## src/sv/rwr_pkg.sv

```systemverilog
// Shared types and constants for the random-walk visit ranker.
`timescale 1ns / 1ps
`default_nettype none

package rwr_pkg;

    // Draw and remainder unit geometry.
    localparam int DRAW_W     = 16;
    localparam int DIV_W      = 17;
    localparam int MOD_STEPS  = 4;
    localparam int MOD_CYCLES = DRAW_W / MOD_STEPS;
    localparam int MOD_CW     = (MOD_CYCLES > 1) ? $clog2(MOD_CYCLES) : 1;

    // Field widths fixed by the interface.
    localparam int NODE_W  = 10;
    localparam int COIN_W  = 7;
    localparam int CNT_W   = 32;
    localparam int RANK_W  = 11;
    localparam int NUMN_W  = 11;
    localparam int DAMP_W  = 7;
    localparam int SHOWN_RANKS = 5;

    typedef enum logic [1:0] {
        OP_ADD_EDGE = 2'd0,
        OP_START    = 2'd1,
        OP_STEP     = 2'd2,
        OP_QUERY    = 2'd3
    } t_opcode;

    localparam logic [1:0] ST_OK    = 2'd0;
    localparam logic [1:0] ST_FULL  = 2'd1;
    localparam logic [1:0] ST_RANGE = 2'd2;

    localparam logic REG_NUM_NODES = 1'b0;
    localparam logic REG_DAMP      = 1'b1;

    typedef enum logic [5:0] {
        S_CLEAR = 6'b000001,
        S_IDLE  = 6'b000010,
        S_RD    = 6'b000100,
        S_MOD   = 6'b001000,
        S_ADJ   = 6'b010000,
        S_UPD   = 6'b100000
    } t_state;

    typedef struct packed {
        logic              start;
        logic [DRAW_W-1:0] dividend;
        logic [DIV_W-1:0]  divisor;
    } t_mod_req;

    typedef struct packed {
        logic             done;
        logic [DIV_W-1:0] rem;
    } t_mod_rsp;

endpackage

`default_nettype wire

```

## src/sv/rwr_mod.sv

```systemverilog
// Multi-cycle remainder unit: several restoring steps per clock.
`timescale 1ns / 1ps
`default_nettype none

module rwr_mod
    import rwr_pkg::*;
(
    input  wire logic     i_clk,
    input  wire logic     i_rst_n,
    input  wire t_mod_req i_req,
    output t_mod_rsp      o_rsp
);

    logic              r_busy;
    logic              r_done;
    logic [MOD_CW-1:0] r_cnt;
    logic [DIV_W-1:0]  r_rem;
    logic [DRAW_W-1:0] r_src;
    logic [DIV_W-1:0]  r_div;

    logic [DIV_W-1:0]  n_rem;
    logic [DRAW_W-1:0] n_src;
    logic [DIV_W:0]    w_trial;

    // Each step brings down one dividend bit and subtracts where it fits.
    always_comb begin
        n_rem   = r_rem;
        n_src   = r_src;
        w_trial = '0;
        for (int s = 0; s < MOD_STEPS; s++) begin
            w_trial = {n_rem, n_src[DRAW_W-1]};
            n_src   = {n_src[DRAW_W-2:0], 1'b0};
            if (w_trial >= {1'b0, r_div}) begin
                w_trial = w_trial - {1'b0, r_div};
            end
            n_rem = w_trial[DIV_W-1:0];
        end
    end

    always_ff @(posedge i_clk) begin
        if (!i_rst_n) begin
            r_busy <= 1'b0;
            r_done <= 1'b0;
            r_cnt  <= '0;
        end else begin
            r_done <= 1'b0;
            if (i_req.start) begin
                r_busy <= 1'b1;
                r_cnt  <= '0;
            end else if (r_busy) begin
                r_cnt <= r_cnt + 1'b1;
                if (r_cnt == MOD_CW'(MOD_CYCLES - 1)) begin
                    r_busy <= 1'b0;
                    r_done <= 1'b1;
                end
            end
        end
    end

    always_ff @(posedge i_clk) begin
        if (i_req.start) begin
            r_rem <= '0;
            r_src <= i_req.dividend;
            r_div <= i_req.divisor;
        end else if (r_busy) begin
            r_rem <= n_rem;
            r_src <= n_src;
        end
    end

    assign o_rsp.done = r_done;
    assign o_rsp.rem  = r_rem;

endmodule

`default_nettype wire
```

## config.mk

```make
export PLATFORM = sky130hd
export DESIGN_NAME = rwr_mod
export DESIGN_NICKNAME = d
export VERILOG_FILES = /design/src/sv/rwr_pkg.sv /design/src/sv/rwr_mod.sv
export SDC_FILE = /design/constraint.sdc
export NUM_CORES = 1
export LEC_CHECK = 0
export BUFFER_PORTS_ARGS = -buffer_cell sky130_fd_sc_hd__buf_2
export CELL_PAD_IN_SITES_DETAIL_PLACEMENT = 0
export CELL_PAD_IN_SITES_GLOBAL_PLACEMENT = 2
export CORE_UTILIZATION = 34
export DETAILED_ROUTE_END_ITERATION = 8
export PLACE_DENSITY_LB_ADDON = 0.1
export SLEW_MARGIN = 5
export SYNTH_ARGS = -nofsm -noshare
export SYNTH_HDL_FRONTEND = slang
export SYNTH_SLANG_ARGS = --single-unit
```

## constraint.sdc

```tcl
create_clock -name i_clk -period 9.5 [get_ports i_clk]
set_input_delay 0.95 -clock i_clk [delete_from_list [all_inputs] [get_ports i_clk]]
set_output_delay 0.95 -clock i_clk [all_outputs]
set_load 0.03 [all_outputs]
```

==> run_results.csv, run 1 <==
group,metric,value,unit
final_layout,final_util,0.451,
critical_path,path_class,"reg -> reg",
placed_design,hpwl,16800,µm
placed_design,place.gp.congestion,0.913,
hold_path,hp-class,"reg -> reg",
yosys,synth_top_area_frac,0.165,
floorplanning,die_h,135,µm
critical_path,rr_worst_depth,42,
hold_path,min_from,"r_rem[8]",
drt,drtIter0Drc,323,
critical_path,cp-end-kind,"register",
sta,worst_clock_skew,12.7,ps
critical_path,start_kind,"register",
yosys,synth_area_leaders,"edfxtp_1 17%, ha_1 14%, dfxtp_1 7.0%, mux2_2 6.0%, xnor2_1 5.6%",
cts,cts.reportedPaths.clkPinSlew,80,ps
critical_path,required,9670,ps
yosys,synth-xor-area-share,0.0716,
critical_path,r2r-end,"r_rem[9]",
yosys,ys.flop_type,"edfxtp_1",
final_layout,syn_to_final_growth,29.7,%
yosys,synth_compound_area_frac,0.240,
hold_path,whs_path_depth,2,
cts,clock_latency,320,ps
placed_design,place_area,7090,µm²
critical_path,crit_buf_inv,8,
yosys,async_flop_share,0,
global_route,grt_pass1_vias,5641,
cts,cts_max_level,2,
critical_path,crit_slowest_cell,"a2111oi_2",
yosys,syn_area,5990,µm²
critical_path,startpoint,"r_div[3]",
floorplanning,fp.dieW,135,µm
yosys,yosysTopAreaCell,"edfxtp_1",
yosys,synth-seq-cells,54,
final_layout,finalInstanceArea,7770,µm²
critical_path,r2r_slack,450,ps
yosys,synth_edf_count,33,
floorplanning,core_area,17200,µm²
cts,root_buffer,"clkbuf_16",
yosys,synth.distinct_cells,74,
yosys,seq_area_frac_synth,0.236,
yosys,syn_nets,803,
cts,clk_path_buf_depth,2,
cts,cts.sinks,54,
floorplanning,die-area,18200,µm²
yosys,yosys_warnings,0,
global_route,grt_max_degree,51,
global_route,grt_use_total,0.231,
yosys,synth-simple-area-share,0.161,
critical_path,path_common_cell,"buf_4",
final_layout,fillCellCount,1695,
sta,period_share,0.953,
floorplanning,rows,48,
yosys,muxShareOfSynthArea,0.0975,
cts,cts_tree,"built",
cts,cts_inserted_buffers,5,
placed_design,port_buffers,53,
placed_design,place_ws,-355,ps
critical_path,worst_ep_arrival_time,9220,ps
drt,routed_wl,20700,µm
sta,final-hold-violation-count,0,
critical_path,cpPeakStageDelay,430,ps
cts,ctsHoldBuffers,0,
yosys,syn_area_per_cell,8.63,µm²
yosys,synthCells,694,
drt,dr.pass1.iters,5,
drt,wire_per_inst,19.6,µm
sta,finalWorstSetupSlack,450,ps
floorplanning,start_util,0.348,
sta,fmax,0.110,GHz
sta,drv_slew,0,
critical_path,cp_max_fo,10,
final_layout,final_nets,937,
final_layout,drive_above_1_share,0.306,
final_layout,num_antenna_cells,0,
critical_path,crit_family,"compound AO/OA/AOI/OAI gates",
run,drv_cap,0,
drt,postRouteAntennaNets,0,
drt,via_per_inst,5.44,
drt,via_count,5729,
hold_path,min_to,"r_rem[8]",
global_route,grt_antenna_before_repair,0,
global_route,grt-ovfl-total,0,
critical_path,timing.rr.start,"r_div[3]",
sta,finalSetupViolations,0,
floorplanning,io_pins,54,
sta,worst_pin_slew,718,ps
yosys,synth_top_family_by_area,"compound AO/OA/AOI/OAI gates",
sta,setup_tns,0,ps
yosys,synthAdderAreaFrac,0.157,
global_route,grt_pass1_wl,31500,µm
sta,slew_headroom,0.519,
drt,drc_errors,0,
status,status,"finished, final reports clean",
sta,post-route-min-period,9050,ps
-- worst max-delay path by stage --
stage	end	slack, ps	depth (start not counted)
global route	r_rem[9]	-5	42
finish	r_rem[9]	450	42
global placement	r_rem[9]	-300	40
CTS	r_rem[9]	10	43
floorplan	r_rem[16]	20	39
detailed placement	r_rem[9]	-360	40
-- through the flow --
stage                     hold WS (ps)  instances
after global placement             478       1035
after global routing               551       1054
after CTS                          520       1044
final                              518       1054
after floorplan                    465        694
after detailed placement           510       1035
-- placed cells by master, fill, tap and decap left out, types with 8 or more instances in the layout --
| master | n |
|---|---|
| mux2i_1 | 14 |
| edfxtp_1 | 33 |
| a21oi_1 | 47 |
| a21o_1 | 19 |
| buf_2 | 53 |
| buf_4 | 82 |
| and2_1 | 9 |
| nand2b_1 | 11 |
| nor3_1 | 14 |
| nand4_1 | 9 |
| nor2_1 | 51 |
| ha_4 | 9 |
| o21ai_0 | 27 |
| o21a_1 | 15 |
| mux2_2 | 31 |
| xor2_1 | 11 |
| ha_2 | 8 |
| ha_1 | 52 |
| o21ai_1 | 8 |
| nand2_1 | 54 |
| xnor2_1 | 38 |
| dfxtp_1 | 16 |
| a211oi_1 | 18 |
| inv_1 | 37 |
| nand3_1 | 11 |
-- what timing repair did --
action | CTS | global route
buffers inserted | 1 | 7
gates resized for setup | 13 | 68
pin swaps | 3 | 16
setup endpoints to repair | 17 | 17
cloned | 0 | 3
-- state kept, by name, indices dropped and copies added (netlist names) --
register	count
r_busy	1
r_src	16
r_cnt	2
r_rem	17
r_div	17
r_done	1
-- metal layers --
layer	track usage	vias up	wire, µm
met5	0	-	0
met4	0.0518	0	278
met3	0.0233	19	602
met2	0.363	95	9320
met1	0.339	2748	10500
li1	-	2867	-
-- Yosys cell counts (7+ instances only) --
| cell | instances |
|---|---|
| mux2_2 | 32 |
| xor2_1 | 11 |
| ha_1 | 69 |
| edfxtp_1 | 33 |
| nand4_1 | 9 |
| inv_1 | 38 |
| a211oi_1 | 20 |
| o21ai_0 | 37 |
| o21a_1 | 15 |
| and2_1 | 10 |
| a31oi_1 | 7 |
| a21oi_1 | 51 |
| nand3_1 | 14 |
| nand2b_1 | 11 |
| clkbuf_1 | 12 |
| nand2_1 | 54 |
| nor2_1 | 52 |
| xnor2_1 | 38 |
| a21o_1 | 20 |
| mux2i_1 | 19 |
| dfxtp_1 | 21 |
| nor3_1 | 14 |
-- cells by family after synthesis --
logic type / count (synthesis)
fa+ha+maj: 73
mux: 54
xor+xnor: 49
simple gates: 198
compound gates: 210
flops: 54
buf+inv: 56
-- cell type report --
cell class	count	area, µm²	area share
clock buffer	6	129	0.0166
sequential	54	1420	0.182
multi-input combinational	584	4730	0.608
timing repair buffer	145	1040	0.134
inverter	38	143	0.0183
clock inverter	2	38.8	0.00499
tap	225	282	0.0362
-- worst reg2reg max path, delay by kind of cell, from the launching register on --
family	cells	cell delay (ps)
compound gates	14	3000
simple gates	10	1700
mux	5	1450
buf+inv	8	1140
fa+ha+maj	4	1130
flops	1	400
xor+xnor	1	60
Power of run 1 is left out: the tool's default activity adds up to more than one toggle a clock period on the data nets, which glitch-free logic cannot reach.
==> run 2: changes to the inputs <==
--- a/config.mk
+++ b/config.mk
@@ -8,9 +8,12 @@
 export BUFFER_PORTS_ARGS = -buffer_cell sky130_fd_sc_hd__buf_2
 export CELL_PAD_IN_SITES_DETAIL_PLACEMENT = 0
 export CELL_PAD_IN_SITES_GLOBAL_PLACEMENT = 2
+export CORE_MARGIN = 8
 export CORE_UTILIZATION = 34
 export DETAILED_ROUTE_END_ITERATION = 8
+export MAX_ROUTING_LAYER = met4
 export PLACE_DENSITY_LB_ADDON = 0.1
+export SKIP_CTS_REPAIR_TIMING = 1
 export SLEW_MARGIN = 5
 export SYNTH_ARGS = -nofsm -noshare
 export SYNTH_HDL_FRONTEND = slang
==> run_results.csv, run 2 (synthesized netlist as in run 1, its figures left out) <==
group,metric,value,unit
final_layout,num_antenna_cells,0,
run,drv_cap,0,
placed_design,port_buffers,53,
drt,routed_wl,21500,µm
cts,cts.sinks,54,
drt,drtIter0Drc,318,
placed_design,hpwl,17600,µm
drt,via_count,5772,
final_layout,mostFrequentLayoutCells,"98 x buf_4, 65 x ha_1, 54 x nand2_1",
cts,cts.reportedPaths.clkPinSlew,80,ps
sta,slew_headroom,0.398,
cts,cts_inserted_buffers,5,
final_layout,instances_no_fill,1067,
critical_path,timing.rr.start,"r_src[15]",
critical_path,crit_slowest_cell,"a2111o_1",
final_layout,final_nets,950,
sta,period_share,0.954,
floorplanning,die-area,22100,µm²
critical_path,crit_family,"compound AO/OA/AOI/OAI gates",
global_route,grt_max_degree,51,
critical_path,worst_ep_arrival_time,9290,ps
critical_path,path_common_cell,"ha_1",
floorplanning,io_pins,54,
global_route,grt-ovfl-total,0,
final_layout,reg_top3,"r_div: 17 flops, r_rem: 17 flops, r_src: 16 flops",
placed_design,place.gp.congestion,0.903,
global_route,grt_antenna_before_repair,0,
cts,clock_latency,310,ps
final_layout,final_common_cell,"buf_4",
hold_path,hp-class,"reg -> reg",
sta,worst_clock_skew,12.5,ps
critical_path,cp_max_fo,8,
drt,postRouteAntennaNets,0,
floorplanning,rows,48,
critical_path,start_kind,"register",
final_layout,drive_above_1_share,0.300,
sta,post-route-min-period,9070,ps
placed_design,dp.cells,1045,
cts,cts_tree,"built",
critical_path,required,9720,ps
drt,via_per_inst,5.41,
global_route,grt_pass1_wl,32400,µm
critical_path,path_class,"reg -> reg",
critical_path,cpPeakStageDelay,450,ps
hold_path,whs_path_depth,2,
final_layout,final_util,0.450,
critical_path,cp.depth,42,
sta,finalSetupViolations,0,
sta,final-hold-violation-count,0,
global_route,grt_pass1_vias,5731,
drt,wire_per_inst,20.2,µm
floorplanning,fp.dieW,149,µm
sta,worst_pin_slew,899,ps
floorplanning,die_h,149,µm
status,status,"finished, final reports clean",
sta,drv_slew,0,
global_route,grt_use_total,0.196,
sta,fin_hold_ws,517,ps
drt,drc_errors,0,
sta,fmax,0.110,GHz
cts,root_buffer,"clkbuf_16",
critical_path,startpoint,"r_src[15]",
critical_path,cp-end-kind,"register",
hold_path,min_from,"r_cnt[1]",
final_layout,syn_to_final_growth,29.6,%
sta,setup_tns,0,ps
floorplanning,start_util,0.348,
critical_path,rr_worst_depth,42,
cts,clk_path_buf_depth,2,
cts,cts_max_level,2,
floorplanning,core_area,17200,µm²
critical_path,crit_buf_inv,7,
drt,dr.pass1.iters,5,
## run 2: changes by cell type in the layout (fill, tap and decap cells not counted), sizes merged
cell	delta
clkbuf	-1
bufinv	-1
buf	+13
clkinvlp	+1
inv	+1
## run 2: worst paths after layout
kind	end	slack, ps
worst max-delay path	r_rem[9]	430
worst min-delay path	r_cnt[1]	520
worst max register to register	r_rem[9]	430
worst min register to register	r_cnt[1]	520
## run 2: per-layer routing
| layer | global-route usage | part of all wire | vias up |
|---|---|---|---|
| li1 | - | - | 2890 |
| met1 | 0.278 | 0.51 | 2780 |
| met2 | 0.293 | 0.45 | 85 |
| met3 | 0.0234 | 0.031 | 17 |
| met4 | 0.0384 | 0.014 | 0 |
| met5 | - | 0 | - |
## run 2: cell type report
class	instances	area, µm²
fillers	1740	9470
multi-input cells	584	4650
flip-flops and latches	54	1420
repair buffers	158	1130
well taps	225	282
inverters	38	143
clock buffers	5	125
clock inverters	3	20.0
## run 2: worst reg2reg max path, delay by kind of cell, from the launching register on
kind | cells | cell delay, ps
adders and majority gates | 5 | 1530
DFF | 1 | 390
and+or+nand+nor | 6 | 980
buffers and inverters | 7 | 890
xor gates and xnor gates | 1 | 190
muxes | 4 | 1000
AOI/OAI and AO/OA | 19 | 3970
## run 2: per-stage QoR
stage | cell area, µm² | worst slack (ps)
after floorplan | 6000 | 24.3
after global placement | 7180 | -279
after detailed placement | 7180 | -326
after CTS | 7320 | -399
after global routing | 7760 | -36.2
final | 7760 | 434
Power of run 2 is left out for the same reason.
